$ cat config.mk
export PLATFORM = sky130hd
export DESIGN_NAME = long_count_to_gregorian_core_flat
export DESIGN_NICKNAME = d
export VERILOG_FILES = /design/src/rtl/lcg_pkg.sv /design/src/rtl/lcg_if.sv /design/src/rtl/long_count_to_gregorian_core.sv /design/src/rtl/lcg_addsub.sv /design/src/rtl/lcg_year_track.sv /design/src/flat_wrapper.sv
export SDC_FILE = /design/constraint.sdc
export NUM_CORES = 1
export LEC_CHECK = 0
export ABC_AREA = 1
export BUFFER_PORTS_ARGS = -buffer_cell sky130_fd_sc_hd__buf_2
export CAP_MARGIN = 40
export CORE_MARGIN = 10
export CORE_UTILIZATION = 50
export DETAILED_ROUTE_END_ITERATION = 7
export GPL_TIMING_DRIVEN = 0
export PLACE_DENSITY_LB_ADDON = 0.12
export SLEW_MARGIN = 10
export SYNTH_ARGS = -nofsm -noshare
export SYNTH_HDL_FRONTEND = slang
export SYNTH_HIERARCHICAL = 1
export SYNTH_SLANG_ARGS = --single-unit
$ cat constraint.sdc
create_clock -name clock -period 20.3 [get_ports clock]
set_clock_uncertainty 0.2 [all_clocks]
set_input_delay 1.015 -clock clock [delete_from_list [all_inputs] [get_ports clock]]
set_output_delay 1.015 -clock clock [all_outputs]
set_load 0.03 [all_outputs]
$ cat src/rtl/lcg_pkg.sv
`default_nettype none
// ============================================================================
// lcg_pkg
// Shared types, constants and tables for the long count to Gregorian core.
// ============================================================================
package lcg_pkg;

   // Width of the running day offset; covers every digit pattern of the inputs.
   localparam int unsigned OffsetWidth = 22;
   // Internal year width; holds years past the 13-bit output field.
   localparam int unsigned YearWidth   = 14;

   localparam int unsigned YearOutWidth  = 13;
   localparam int unsigned MonthWidth    = 4;
   localparam int unsigned DayWidth      = 5;
   localparam int unsigned DigitWidth    = 5;
   localparam int unsigned NumDigits     = 5;
   localparam int unsigned DigitIdxWidth = 3;
   localparam int unsigned WeightWidth   = 18;

   localparam logic [YearOutWidth-1:0] EPOCH_YEAR = 13'd2012;
   localparam logic [DayWidth-1:0]     EPOCH_DAY  = 5'd21;
   // Days left in December of the epoch year, counting the epoch day itself.
   localparam logic [OffsetWidth-1:0]  EPOCH_TAIL = 22'd11;
   localparam logic [YearWidth-1:0]    FIRST_YEAR = 14'd2013;
   // First full year modulo 100 and modulo 400.
   localparam logic [6:0]              FIRST_Y100 = 7'd13;
   localparam logic [8:0]              FIRST_Y400 = 9'd13;
   localparam logic [YearWidth-1:0]    YEAR_MAX   = 14'd8191;
   localparam logic [OffsetWidth-1:0]  YEAR_DAYS  = 22'd365;

   localparam logic [MonthWidth-1:0]   MONTH_JAN  = 4'd1;
   localparam logic [MonthWidth-1:0]   MONTH_FEB  = 4'd2;
   localparam logic [MonthWidth-1:0]   MONTH_DEC  = 4'd12;

   // Control word from the sequencer to the year tracker.
   typedef struct packed {
      logic load;
      logic step;
   } lcg_year_ctl_type;

   // Mixed-radix weight of one long count digit, most significant first.
   function automatic logic [WeightWidth-1:0] digit_weight(
      input logic [DigitIdxWidth-1:0] idx
   );
      logic [WeightWidth-1:0] w;
      begin
         case (idx)
            3'd0:    w = 18'd144000;
            3'd1:    w = 18'd7200;
            3'd2:    w = 18'd360;
            3'd3:    w = 18'd20;
            default: w = 18'd1;
         endcase
         return w;
      end
   endfunction

   // Length of a month (1 is January), with a leap February.
   function automatic logic [OffsetWidth-1:0] month_days(
      input logic [MonthWidth-1:0] mon,
      input logic                  leap
   );
      logic [OffsetWidth-1:0] d;
      begin
         case (mon)
            MONTH_FEB:                  d = leap ? 22'd29 : 22'd28;
            4'd4, 4'd6, 4'd9, 4'd11:    d = 22'd30;
            default:                    d = 22'd31;
         endcase
         return d;
      end
   endfunction

endpackage
`default_nettype wire

$ cat src/rtl/lcg_if.sv
`default_nettype none
// ============================================================================
// lcg_req_if / lcg_rsp_if
// Valid/ready channels for long count words in and calendar date words out.
// ============================================================================
interface lcg_req_if;
   logic       valid;
   logic       ready;
   logic [3:0] baktun;
   logic [4:0] katun;
   logic [4:0] tun;
   logic [4:0] uinal;
   logic [4:0] kin;

   modport source (output valid, output baktun, output katun, output tun,
                   output uinal, output kin, input ready);
   modport sink   (input valid, input baktun, input katun, input tun,
                   input uinal, input kin, output ready);
endinterface

interface lcg_rsp_if;
   logic        valid;
   logic        ready;
   logic [12:0] year;
   logic [3:0]  month_number;
   logic [4:0]  day_of_month;

   modport source (output valid, output year, output month_number,
                   output day_of_month, input ready);
   modport sink   (input valid, input year, input month_number,
                   input day_of_month, output ready);
endinterface
`default_nettype wire

$ cat src/rtl/long_count_to_gregorian_core.sv
`default_nettype none
// ============================================================================
// long_count_to_gregorian_core
// Converts a Maya long count word to a Gregorian year, month and day.
// ============================================================================
// Usage:
//   req_ch carries a long count word (baktun, katun, tun, uinal, kin); it is
//   taken when valid and ready are both high. rsp_ch returns one date word
//   (year, month_number, day_of_month) for every request word.
//   The block works on one word at a time and holds req_ch.ready low while
//   busy. After a word is accepted, the sequencer accumulates the day offset,
//   takes off the rest of December 2012, then drops one whole year at a time
//   from 2013 on and one whole month at a time in the final year; dates in
//   December 2012 skip the year and month walk. req_ch.ready returns high
//   as the result is loaded into the output register. The year walk through
//   one shared adder/subtractor sets the conversion time; the offset is
//   accumulated digit by digit, most significant first.
//   The date word sits in an output register; if rsp_ch is stalled the
//   finished result waits there and a following result waits in the last
//   sequencer step until the register frees up. Years above 8191 saturate.
//   Reset (synchronous, active high) returns the sequencer to idle and drops
//   rsp_ch.valid; no storage needs clearing.
// ============================================================================
module long_count_to_gregorian_core (
   input  wire logic clock,
   input  wire logic reset,
   lcg_req_if.sink   req_ch,
   lcg_rsp_if.source rsp_ch
);

   typedef enum logic [2:0] {
      ST_IDLE,
      ST_ACCUM,
      ST_EPOCH,
      ST_YEAR,
      ST_MONTH,
      ST_FINISH
   } state_type;

   state_type state_ff, state_in;

   logic [lcg_pkg::DigitWidth-1:0]    digit_ff [lcg_pkg::NumDigits];
   logic [lcg_pkg::DigitWidth-1:0]    digit_in [lcg_pkg::NumDigits];
   logic [lcg_pkg::DigitIdxWidth-1:0] idx_ff, idx_in;
   logic [lcg_pkg::OffsetWidth-1:0]   offset_ff, offset_in;
   logic [lcg_pkg::MonthWidth-1:0]    mon_ff, mon_in;
   logic                              short_ff, short_in;

   logic                               rsp_valid_ff, rsp_valid_in;
   logic [lcg_pkg::YearOutWidth-1:0]   rsp_year_ff, rsp_year_in;
   logic [lcg_pkg::MonthWidth-1:0]     rsp_month_ff, rsp_month_in;
   logic [lcg_pkg::DayWidth-1:0]       rsp_day_ff, rsp_day_in;

   logic                               op_sub;
   logic [lcg_pkg::OffsetWidth-1:0]    op_b;
   logic [lcg_pkg::OffsetWidth-1:0]    unit_result;
   logic                               unit_carry;
   logic [lcg_pkg::DigitWidth+lcg_pkg::WeightWidth-1:0] product;

   lcg_pkg::lcg_year_ctl_type          year_ctl;
   logic [lcg_pkg::YearWidth-1:0]      track_year;
   logic                               track_leap;
   logic [lcg_pkg::YearOutWidth-1:0]   year_sat;

   // Shared arithmetic unit.
   lcg_addsub u_addsub (
      .op_sub (op_sub),
      .a      (offset_ff),
      .b      (op_b),
      .result (unit_result),
      .carry  (unit_carry)
   );

   // Year counter and leap rule.
   lcg_year_track u_year_track (
      .clock (clock),
      .ctl   (year_ctl),
      .year  (track_year),
      .leap  (track_leap)
   );

   // One digit times its weight per accumulate step.
   assign product = digit_ff[idx_ff] * lcg_pkg::digit_weight(idx_ff);

   // Clamp the year to the output field.
   assign year_sat = (track_year > lcg_pkg::YEAR_MAX)
                   ? lcg_pkg::YEAR_MAX[lcg_pkg::YearOutWidth-1:0]
                   : track_year[lcg_pkg::YearOutWidth-1:0];

   // Sequencer: next state, operand selection and output word.
   always_comb begin
      state_in      = state_ff;
      digit_in      = digit_ff;
      idx_in        = idx_ff;
      offset_in     = offset_ff;
      mon_in        = mon_ff;
      short_in      = short_ff;
      rsp_valid_in  = rsp_valid_ff && !rsp_ch.ready;
      rsp_year_in   = rsp_year_ff;
      rsp_month_in  = rsp_month_ff;
      rsp_day_in    = rsp_day_ff;
      op_sub        = 1'b1;
      op_b          = lcg_pkg::EPOCH_TAIL;
      year_ctl      = '0;

      unique case (state_ff)
         ST_IDLE: begin
            if (req_ch.valid) begin
               digit_in[0] = {1'b0, req_ch.baktun};
               digit_in[1] = req_ch.katun;
               digit_in[2] = req_ch.tun;
               digit_in[3] = req_ch.uinal;
               digit_in[4] = req_ch.kin;
               idx_in      = '0;
               offset_in   = '0;
               state_in    = ST_ACCUM;
            end
         end
         ST_ACCUM: begin
            op_sub    = 1'b0;
            op_b      = product[lcg_pkg::OffsetWidth-1:0];
            offset_in = unit_result;
            idx_in    = idx_ff + 3'd1;
            if (idx_ff == 3'(lcg_pkg::NumDigits - 1)) begin
               state_in = ST_EPOCH;
            end
         end
         ST_EPOCH: begin
            // Finish the epoch December first; past it, start at January 2013.
            op_b = lcg_pkg::EPOCH_TAIL;
            if (unit_carry) begin
               offset_in     = unit_result;
               short_in      = 1'b0;
               mon_in        = lcg_pkg::MONTH_JAN;
               year_ctl.load = 1'b1;
               state_in      = ST_YEAR;
            end else begin
               short_in = 1'b1;
               mon_in   = lcg_pkg::MONTH_DEC;
               state_in = ST_FINISH;
            end
         end
         ST_YEAR: begin
            // Drop one whole year per cycle while the offset covers it.
            op_b = lcg_pkg::YEAR_DAYS + {21'd0, track_leap};
            if (unit_carry) begin
               offset_in     = unit_result;
               year_ctl.step = 1'b1;
            end else begin
               state_in = ST_MONTH;
            end
         end
         ST_MONTH: begin
            // Drop one whole month per cycle.
            op_b = lcg_pkg::month_days(mon_ff, track_leap);
            if (unit_carry && (mon_ff != lcg_pkg::MONTH_DEC)) begin
               offset_in = unit_result;
               mon_in    = mon_ff + 4'd1;
            end else begin
               state_in = ST_FINISH;
            end
         end
         ST_FINISH: begin
            if (!rsp_valid_ff || rsp_ch.ready) begin
               rsp_valid_in = 1'b1;
               rsp_month_in = mon_ff;
               if (short_ff) begin
                  rsp_year_in = lcg_pkg::EPOCH_YEAR;
                  rsp_day_in  = lcg_pkg::EPOCH_DAY + offset_ff[lcg_pkg::DayWidth-1:0];
               end else begin
                  rsp_year_in = year_sat;
                  rsp_day_in  = 5'd1 + offset_ff[lcg_pkg::DayWidth-1:0];
               end
               state_in = ST_IDLE;
            end
         end
         default: begin
            state_in = ST_IDLE;
         end
      endcase
   end

   always_ff @(posedge clock) begin
      if (reset) begin
         state_ff     <= ST_IDLE;
         rsp_valid_ff <= 1'b0;
      end else begin
         state_ff     <= state_in;
         rsp_valid_ff <= rsp_valid_in;
      end
      digit_ff     <= digit_in;
      idx_ff       <= idx_in;
      offset_ff    <= offset_in;
      mon_ff       <= mon_in;
      short_ff     <= short_in;
      rsp_year_ff  <= rsp_year_in;
      rsp_month_ff <= rsp_month_in;
      rsp_day_ff   <= rsp_day_in;
   end

   assign req_ch.ready        = (state_ff == ST_IDLE);
   assign rsp_ch.valid        = rsp_valid_ff;
   assign rsp_ch.year         = rsp_year_ff;
   assign rsp_ch.month_number = rsp_month_ff;
   assign rsp_ch.day_of_month = rsp_day_ff;

endmodule
`default_nettype wire

$ cat src/rtl/lcg_addsub.sv
`default_nettype none
// ============================================================================
// lcg_addsub
// Shared adder/subtractor on the day offset. In subtract mode the carry
// out is set when a is not below b.
// ============================================================================
module lcg_addsub (
   input  wire logic                            op_sub,
   input  wire logic [lcg_pkg::OffsetWidth-1:0] a,
   input  wire logic [lcg_pkg::OffsetWidth-1:0] b,
   output logic      [lcg_pkg::OffsetWidth-1:0] result,
   output logic                                 carry
);

   logic [lcg_pkg::OffsetWidth-1:0] b_eff;
   logic [lcg_pkg::OffsetWidth:0]   total;

   // Two's complement subtract by inverting b and injecting a carry.
   assign b_eff  = op_sub ? ~b : b;
   assign total  = {1'b0, a} + {1'b0, b_eff}
                 + {{lcg_pkg::OffsetWidth{1'b0}}, op_sub};
   assign result = total[lcg_pkg::OffsetWidth-1:0];
   assign carry  = total[lcg_pkg::OffsetWidth];

endmodule
`default_nettype wire

$ cat src/rtl/lcg_year_track.sv
`default_nettype none
// ============================================================================
// lcg_year_track
// Year counter with running remainders modulo 100 and 400, so the leap
// rule needs no divider.
// ============================================================================
module lcg_year_track (
   input  wire logic                            clock,
   input  wire lcg_pkg::lcg_year_ctl_type       ctl,
   output logic      [lcg_pkg::YearWidth-1:0]   year,
   output logic                                 leap
);

   logic [lcg_pkg::YearWidth-1:0] year_ff, year_in;
   logic [6:0]                    y100_ff, y100_in;
   logic [8:0]                    y400_ff, y400_in;

   // Load the first full year or advance all three counters together.
   always_comb begin
      year_in = year_ff;
      y100_in = y100_ff;
      y400_in = y400_ff;
      if (ctl.load) begin
         year_in = lcg_pkg::FIRST_YEAR;
         y100_in = lcg_pkg::FIRST_Y100;
         y400_in = lcg_pkg::FIRST_Y400;
      end else if (ctl.step) begin
         year_in = year_ff + 14'd1;
         y100_in = (y100_ff == 7'd99)  ? 7'd0 : y100_ff + 7'd1;
         y400_in = (y400_ff == 9'd399) ? 9'd0 : y400_ff + 9'd1;
      end
   end

   always_ff @(posedge clock) begin
      year_ff <= year_in;
      y100_ff <= y100_in;
      y400_ff <= y400_in;
   end

   // Every fourth year, not every hundredth, but every four hundredth.
   assign leap = (y400_ff == 9'd0) || ((y100_ff != 7'd0) && (year_ff[1:0] == 2'd0));
   assign year = year_ff;

endmodule
`default_nettype wire
$ cat src/flat_wrapper.sv
// flat-port wrapper written by rule: the top's interface ports become plain ports
module long_count_to_gregorian_core_flat 
  (clock, reset, req_ch_valid, req_ch_baktun, req_ch_katun, req_ch_tun, req_ch_uinal, req_ch_kin, req_ch_ready, rsp_ch_valid, rsp_ch_year, rsp_ch_month_number, rsp_ch_day_of_month, rsp_ch_ready);
  lcg_req_if req_ch_i ();
  lcg_rsp_if rsp_ch_i ();
  input  wire logic clock;
  input  wire logic reset;
  input wire logic [$bits(req_ch_i.valid)-1:0] req_ch_valid;
  input wire logic [$bits(req_ch_i.baktun)-1:0] req_ch_baktun;
  input wire logic [$bits(req_ch_i.katun)-1:0] req_ch_katun;
  input wire logic [$bits(req_ch_i.tun)-1:0] req_ch_tun;
  input wire logic [$bits(req_ch_i.uinal)-1:0] req_ch_uinal;
  input wire logic [$bits(req_ch_i.kin)-1:0] req_ch_kin;
  output wire logic [$bits(req_ch_i.ready)-1:0] req_ch_ready;
  output wire logic [$bits(rsp_ch_i.valid)-1:0] rsp_ch_valid;
  output wire logic [$bits(rsp_ch_i.year)-1:0] rsp_ch_year;
  output wire logic [$bits(rsp_ch_i.month_number)-1:0] rsp_ch_month_number;
  output wire logic [$bits(rsp_ch_i.day_of_month)-1:0] rsp_ch_day_of_month;
  input wire logic [$bits(rsp_ch_i.ready)-1:0] rsp_ch_ready;
  assign req_ch_i.valid = req_ch_valid;
  assign req_ch_i.baktun = req_ch_baktun;
  assign req_ch_i.katun = req_ch_katun;
  assign req_ch_i.tun = req_ch_tun;
  assign req_ch_i.uinal = req_ch_uinal;
  assign req_ch_i.kin = req_ch_kin;
  assign req_ch_ready = req_ch_i.ready;
  assign rsp_ch_valid = rsp_ch_i.valid;
  assign rsp_ch_year = rsp_ch_i.year;
  assign rsp_ch_month_number = rsp_ch_i.month_number;
  assign rsp_ch_day_of_month = rsp_ch_i.day_of_month;
  assign rsp_ch_i.ready = rsp_ch_ready;
  long_count_to_gregorian_core u_core (.clock(clock), .reset(reset), .req_ch(req_ch_i), .rsp_ch(rsp_ch_i));
endmodule
==> out/metrics.yaml, run 1 <==
logic_synthesis:
  avgSynthCellArea_um2: 7.48
  synth_area_um2: 9190
  synth_flop_cell: "edfxtp_1"
  async_reset_ff_share_pct: 0
  yosysUniqueCellTypes: 47
  synth_nets: 1361
  syn_inst: 1229
  synth_seq_cells: 110
  yosysWarnings: 6
  synth_edf_count: 76
  seq_area_frac_synth_pct: 32.2
timing:
  slew_violations: 0
  final_min_period_over_clock_period_pct: 40.0
  finalSetupViolations: 0
  rsz0062_at_grt: "false"
  hold_viol_final: 0
  period_needed_ns: 8.12
  layout_setup_ws_ns: 12.18
  tns_ns: 0
  fmax_ghz: 0.123
  maxSlewHeadroom_pct: 41.1
  worstMarginPinSlew_ns: 0.880
worst_setup_path:
  reg2reg_setup_slack_ns: 12.18
  timing.rr.start: "u_core/idx_ff[1]"
  cp_num_buf_inv: 9
  cp_top_family: "adder cells"
  max_stage_delay_ns: 0.73
  arrival_ns: 8.00
  crit_path_frequent_cell: "inv_1"
  crit_required_ns: 20.17
  worstRegToRegCells: 33
  start_kind: "flop"
  cp_max_fo: 14
  r2r-end: "u_core/offset_ff[13]"
  crit_slowest_cell: "a211oi_4"
  crit_type: "reg -> reg"
  endpoint_kind: "flop"
grt:
  grt_pass1_vias: 7373
  grt_pass1_wl_um: 34700
  overflow: 0
  track_usage_pct: 17.2
  antenna_found_initial: 0
  grt_max_degree: 22
clock_tree:
  clock_sinks: 110
  cts_inserted_buffers: 9
  postCtsHoldBufs: 0
  worstSkewPairLatency_ns: 0.36
  cts_resized: 0
  cts_setup_buffers: 0
  htree_levels: 3
  tritoncts: "built"
  path_clk_slew_ns: 0.08
  clockRootBuffer: "clkbuf_16"
  clockBufferDepth: 2
finish:
  drive_gt1_share_pct: 11.9
  num_antenna_cells: 0
  final_cell_area_um2: 10100
  fin_nets: 1426
  syn2layout_area_growth_pct: 9.83
die:
  start_util_pct: 51.0
  fp.dieH_um: 156
  ios: 52
  core_area_um2: 18000
  die_w_um: 156
  fp.dieArea_um2: 24200
  rows: 49
status:
  status: "finished clean"
detailed_routing:
  routedWlPerCell_um: 13.2
  ant_nets: 0
  wl_um: 20200
  via_count: 7524
  dr.pass1.iters: 5
  dr.first_iter.drc_count: 427
  viasPerCell: 4.92
  drc_errors: 0
placement:
  globalplace.congestion: 0.922
  hpwl_um: 16500
  pre_cts_slack_ns: 12.14
  placed_area_um2: 9790
  portBuffers: 51
min_path:
  min_to: "u_core/u_year_track/y400_ff[7]"
  min_from: "u_core/u_year_track/y400_ff[7]"
  hp-class: "reg -> reg"
  hold_path_depth: 2
flow_run:
  max_cap_violations: 0
[how the worst max path moves through the flow]
stage                           from                    to  slack, ns  depth (start not counted)
floorplan           u_core/idx_ff[1]   u_core/offset_ff[0]      12.52                         31
global placement    u_core/idx_ff[1]  u_core/offset_ff[17]      10.22                         31
detailed placement  u_core/idx_ff[1]  u_core/offset_ff[20]      12.14                         32
CTS                 u_core/idx_ff[1]  u_core/offset_ff[12]      12.11                         33
global route        u_core/idx_ff[1]  u_core/offset_ff[12]      11.44                         33
finish              u_core/idx_ff[1]  u_core/offset_ff[13]      12.18                         33
[layout by cell type (no fill, tap or decap), drive strengths merged, types with 3 or more instances in the layout]
cell type  Yosys  final
nand3b         5      5
edfxtp        76     76
fa            28     28
xnor2          5      5
nor2         184    184
dfxtp         34     34
a21oi         63     63
nand4          8      8
nor3          14     14
xor2          46     46
inv          244    247
nand3         65     65
o21bai         4      4
o21ai         44     44
buf           10     64
clkinv         1      5
ha            76     76
clkbuf         3     12
nand2        301    301
o21a           3      3
[worst min-delay path, stage by stage (launching register included)]
cell	delay, ns
dfxtp_1	0.34
nand2_1	0.07
a21oi_1	0.05
[area by class of cell]
| class | instances | area (um^2) |
|---|---|---|
| fill | 1790 | 7930 |
| multi-input combinational | 861 | 5240 |
| sequential | 110 | 2960 |
| inverter | 245 | 923 |
| timing repair buffer | 54 | 293 |
| tap | 229 | 287 |
| clock buffer | 9 | 225 |
| buffer | 13 | 85.1 |
| clock inverter | 7 | 80.1 |
[synth_stat cells (2+ instances only)]
cell	number	area, um^2
edfxtp_1	76	2280
nand2_2	16	100
nor2_4	8	90.1
nor3_1	10	50.1
ha_1	76	951
inv_1	234	878
nand2_4	2	22.5
o21ai_1	5	25.0
nor3_2	3	30.0
o21bai_1	4	30.0
nor2_1	161	604
xnor2_1	5	43.8
o21a_1	3	22.5
xor2_1	46	403
dfxtp_1	34	681
and2_1	2	12.5
inv_2	9	33.8
nand4_1	8	50.1
nand3b_1	5	37.5
a21oi_1	62	310
nor2_2	15	93.8
nand3_1	57	285
nand3_2	7	70.1
o21ai_2	2	17.5
buf_6	3	33.8
buf_4	2	15.0
clkbuf_1	3	11.3
a31oi_1	2	12.5
buf_2	5	25.0
nand2_1	283	1060
fa_1	28	561
o21ai_0	37	185
a21o_1	2	15.0
[cell families after synthesis]
kind of cell               Yosys count  share of synthesized area (%)
buffers and inverters              258                           11.0
and+or+nand+nor                    581                           27.8
adders and majority gates          104                           16.4
xor gates and xnor gates            51                           4.86
DFF                                110                           32.2
AOI/OAI and AO/OA                  125                           7.69
[state kept, by name, summed over array words and instances (netlist names)]
signal,flops
u_core/digit_ff,24
u_core/idx_ff,3
u_core/mon_ff,4
u_core/offset_ff,22
u_core/rsp_ch.day_of_month,5
u_core/rsp_ch.month_number,4
u_core/rsp_ch.valid,1
u_core/rsp_ch.year,13
u_core/short_ff,1
u_core/state_ff,3
u_core/u_year_track/y100_ff,7
u_core/u_year_track/y400_ff,9
u_core/u_year_track/year,14
[through the flow]
| stage | instances | util [%] | hold WS [ns] |
|---|---|---|---|
| 2_1_floorplan | 1229 | - | 0.258 |
| 3_3_place_gp | 1509 | 54.0 | 0.276 |
| 3_5_place_dp | 1512 | 54.3 | 0.283 |
| 4_1_cts | 1528 | 56.0 | 0.297 |
| 5_1_grt | 1528 | 56.0 | 0.336 |
| 6_report | 1528 | 56.0 | 0.299 |
[metal layers]
metal	vias to the layer above	wire length (um)	part of all wire, %	global-route usage (%)
li1	3974	-	-	-
met3	12	709	3.5	2.84
met2	106	9410	47	28.4
met1	3432	9830	49	22.9
met5	-	0	0	0
met4	0	197	0.98	4.10
Power of run 1 is not shown: default switching activity piles up to over one toggle a cycle in this logic, so the estimate is an artifact.
==> run 2: changes to the inputs <==
Settings changed: ABC_AREA 1 to 0.
Clock period 20.3 ns to 7.7 ns, I/O delays scaled along.
==> out/metrics.yaml, run 2 <==
timing:
  holdWs_ns: 0.0170
  maxSlewHeadroom_pct: 45.3
  finalSetupViolations: 0
  period_needed_ns: 7.38
  slew_violations: 0
  final_min_period_over_clock_period_pct: 95.9
  fmax_ghz: 0.135
  worstMarginPinSlew_ns: 0.815
  hold_viol_final: 0
logic_synthesis:
  ys_top_cells_by_area: "edfxtp_1, ha_1, dfxtp_1"
  syn_inst: 930
  synthTopCellsByCount: "inv_1, edfxtp_1, ha_1"
  async_reset_ff_share_pct: 0
  yosysMostFrequentCell: "inv_1"
  seq_area_frac_synth_pct: 33.5
  yosys.area.top_type_share_pct: 25.8
  synth_edf_count: 76
  synth_seq_cells: 110
  avgSynthCellArea_um2: 9.51
  yosysUniqueCellTypes: 86
  synth_area_um2: 8850
  yosysWarnings: 6
  synth_nets: 1062
  synth_flop_cell: "edfxtp_1"
  yosysTopAreaCell: "edfxtp_1"
placement:
  portBuffers: 51
  globalplace.congestion: 0.864
  hpwl_um: 15500
finish:
  drive_gt1_share_pct: 17.8
  final_cell_mix: "inv_1, edfxtp_1, nor2_1"
  largest_register_ffs: 24
  fin_nets: 1171
  fill_cells: 1491
  final_util_pct: 60.1
  num_antenna_cells: 0
  syn2layout_area_growth_pct: 17.6
  seqCellArea_um2: 2960
  largest_register: "u_core/digit_ff"
  multi_input_area_um2: 5680
  final_common_cell: "inv_1"
die:
  core_area_um2: 17300
  fp.dieH_um: 153
  ios: 52
  die_w_um: 153
  fp.dieArea_um2: 23400
  start_util_pct: 51.1
  rows: 48
worst_setup_path:
  crit_slowest_cell: "fa_1"
  endpoint_kind: "flop"
  start_kind: "flop"
  arrival_ns: 7.43
  cp_top_family: "adder cells"
  cp_num_buf_inv: 7
  crit_required_ns: 7.74
  max_stage_delay_ns: 0.56
  crit_type: "reg -> reg"
  cp_max_fo: 7
detailed_routing:
  drc_errors: 0
  ant_nets: 0
  viasPerCell: 5.47
  routedWlPerCell_um: 16.0
  wl_um: 20300
  dr.first_iter.drc_count: 406
  via_count: 6941
  dr.pass1.iters: 5
flow_run:
  max_cap_violations: 0
status:
  status: "finished clean"
clock_tree:
  clockBufferDepth: 2
  htree_levels: 3
  tritoncts: "built"
  clock_sinks: 110
  worstSkewPairLatency_ns: 0.36
  cts_inserted_buffers: 9
  path_clk_slew_ns: 0.08
  clockRootBuffer: "clkbuf_16"
grt:
  grt_pass1_vias: 6592
  overflow: 0
  grt_pass1_wl_um: 33300
  antenna_found_initial: 0
  grt_max_degree: 23
  track_usage_pct: 16.9
min_path:
  hp-class: "in -> reg"
==> run 2: per-layer routing <==
metal / track usage, % / share of wire, %
met1: 22.0 / 47
met2: 29.0 / 50
met3: 3.09 / 3.1
met4: 2.45 / 0.47
met5: 0 / 0
==> run 2: stage by stage <==
step	setup WS, ns	cell area, um^2	TNS, ns	cells
final	0.319	10400	0	1269
after detailed placement	-1.05	9430	-46.11	1209
after floorplan	0.247	8850	0	930
after global placement	-1.15	9390	-52.45	1206
after CTS	0.0339	10100	0	1248
after global routing	-0.0455	10400	-0.258	1269
==> run 2: final timing paths <==
kind	start	end	slack (ns)	cells after the start
setup / recovery	u_core/idx_ff[0]	u_core/u_year_track/year[13]	0.32	30
setup reg to reg	u_core/idx_ff[0]	u_core/u_year_track/year[13]	0.32	30
hold reg to reg	u_core/rsp_ch.valid	u_core/rsp_ch.valid	0.30	2
hold / removal	req_ch_baktun[3]	u_core/digit_ff[23]	0.02	1
==> run 2: cells by family after synthesis <==
kind of cell,Yosys count,synth area share [%]
flops,110,33.5
mux,17,2.33
simple gates,321,19.7
fa+ha+maj,104,17.1
xor+xnor,69,6.83
buf+inv,112,5.13
compound gates,197,15.4
==> run 2: worst reg2reg max path, delay by kind of cell, from the launching register on <==
family / cells / cell delay (ns)
flops: 1 / 0.40
fa+ha+maj: 5 / 2.18
simple gates: 9 / 1.80
xor+xnor: 1 / 0.12
mux: 2 / 0.55
buf+inv: 7 / 0.79
compound gates: 6 / 1.27
==> run 2: layout make-up <==
type,instances,share of cell area (%)
well taps,225,2.71
multi-input cells,708,54.6
flip-flops and latches,110,28.5
inverters,81,2.96
repair buffers,101,6.85
clock buffers,9,2.17
plain buffers,28,1.47
clock inverters,7,0.782
==> run 2: timing repair <==
item | 4_1_cts | 5_1_grt
cloned | 0 | 1
resized for setup | 29 | 30
pin swaps | 4 | 12
hold buffers | 19 | 2
hold endpoints to repair | 19 | 2
endpoints found under the setup margin | 59 | 54
buffers inserted | 6 | 19
Power of run 2 is left out for the same reason.
==> run 3: changes to the inputs <==
Settings changed: CORE_UTILIZATION 50 to 55.
==> out/metrics.yaml, run 3 (same netlist as run 2, synthesis figures left out) <==
status:
  status: "finished clean"
timing:
  rsz0062_at_grt: "false"
  final_min_period_over_clock_period_pct: 95.2
  finalSetupViolations: 0
  slew_violations: 0
  layout_setup_ws_ns: 0.369
  maxSlewHeadroom_pct: 47.4
  tns_ns: 0
  hold_viol_final: 0
  period_needed_ns: 7.33
  fmax_ghz: 0.136
  worstMarginPinSlew_ns: 0.783
finish:
  largest_register: "u_core/digit_ff"
  drive_gt1_share_pct: 17.2
  final_cell_mix: "inv_1, edfxtp_1, nor2_1"
  largest_register_ffs: 24
  multi_input_area_um2: 5680
  fin_nets: 1162
  fill_cells: 1244
  seqCellArea_um2: 2960
  syn2layout_area_growth_pct: 16.9
  final_cell_area_um2: 10300
  num_antenna_cells: 0
  final_util_pct: 65.3
  final_common_cell: "inv_1"
clock_tree:
  tritoncts: "built"
  cts_inserted_buffers: 9
  path_clk_slew_ns: 0.07
  worstSkewPairLatency_ns: 0.37
  clock_sinks: 110
  htree_levels: 3
  clockBufferDepth: 2
  clockRootBuffer: "clkbuf_16"
detailed_routing:
  via_count: 6989
  viasPerCell: 5.59
  drc_errors: 0
  ant_nets: 0
  dr.pass1.iters: 5
  dr.first_iter.drc_count: 502
  routedWlPerCell_um: 16.2
  wl_um: 20300
die:
  rows: 46
  fp.dieH_um: 147
  core_area_um2: 15800
  start_util_pct: 55.9
  die_w_um: 147
  ios: 52
  fp.dieArea_um2: 21600
grt:
  overflow: 0
  grt_max_degree: 21
  track_usage_pct: 18.4
  grt_pass1_wl_um: 33000
  antenna_found_initial: 0
  grt_pass1_vias: 6660
worst_setup_path:
  crit_type: "reg -> reg"
  max_stage_delay_ns: 0.54
  crit_required_ns: 7.58
  endpoint_kind: "flop"
  arrival_ns: 7.21
  cp_top_family: "adder cells"
  cp_max_fo: 11
  start_kind: "flop"
  cp_num_buf_inv: 7
  crit_slowest_cell: "fa_1"
placement:
  portBuffers: 51
  placed_area_um2: 9420
  pre_cts_slack_ns: -1.17
  hpwl_um: 15300
  globalplace.congestion: 0.876
min_path:
  hp-class: "in -> reg"
flow_run:
  max_cap_violations: 0
[run 3: per-layer routing]
layer / global-route usage [%] / part of all wire [%]
met1: 23.8 / 45
met2: 31.3 / 50
met3: 2.67 / 4.0
met4: 5.11 / 1.4
met5: 0 / 0
[run 3: worst paths after layout]
check	from	to	slack, ns	depth (start not counted)
setup / recovery	u_core/idx_ff[0]	u_core/offset_ff[12]	0.37	30
setup reg to reg	u_core/idx_ff[0]	u_core/offset_ff[12]	0.37	30
hold reg to reg	u_core/u_year_track/y100_ff[6]	u_core/u_year_track/y100_ff[6]	0.32	2
hold / removal	req_ch_kin[2]	u_core/digit_ff[2]	0.01	1
[run 3: metrics by stage]
stage               instances  hold WS, ns
floorplan                 930        0.254
global placement         1197        0.292
detailed placement       1200        0.304
CTS                      1240      0.00388
global route             1251      0.00654
finish                   1251       0.0144
[run 3: layout make-up]
cell class                 instances  area share (%)
buffer                            28            1.51
clock buffer                      10            2.42
clock inverter                     6           0.557
inverter                          81            3.00
multi-input combinational        708            54.9
sequential                       110            28.7
tap                              216            2.61
timing repair buffer              92            6.29
[run 3: repair_timing]
action | CTS | global route
endpoints found under the hold margin | 20 | 1
endpoints found under the setup margin | 61 | 54
pin swaps | 3 | 10
gates resized for setup | 29 | 32
hold buffers | 20 | 1
buffers inserted | 6 | 11
Power of run 3 is left out for the same reason.
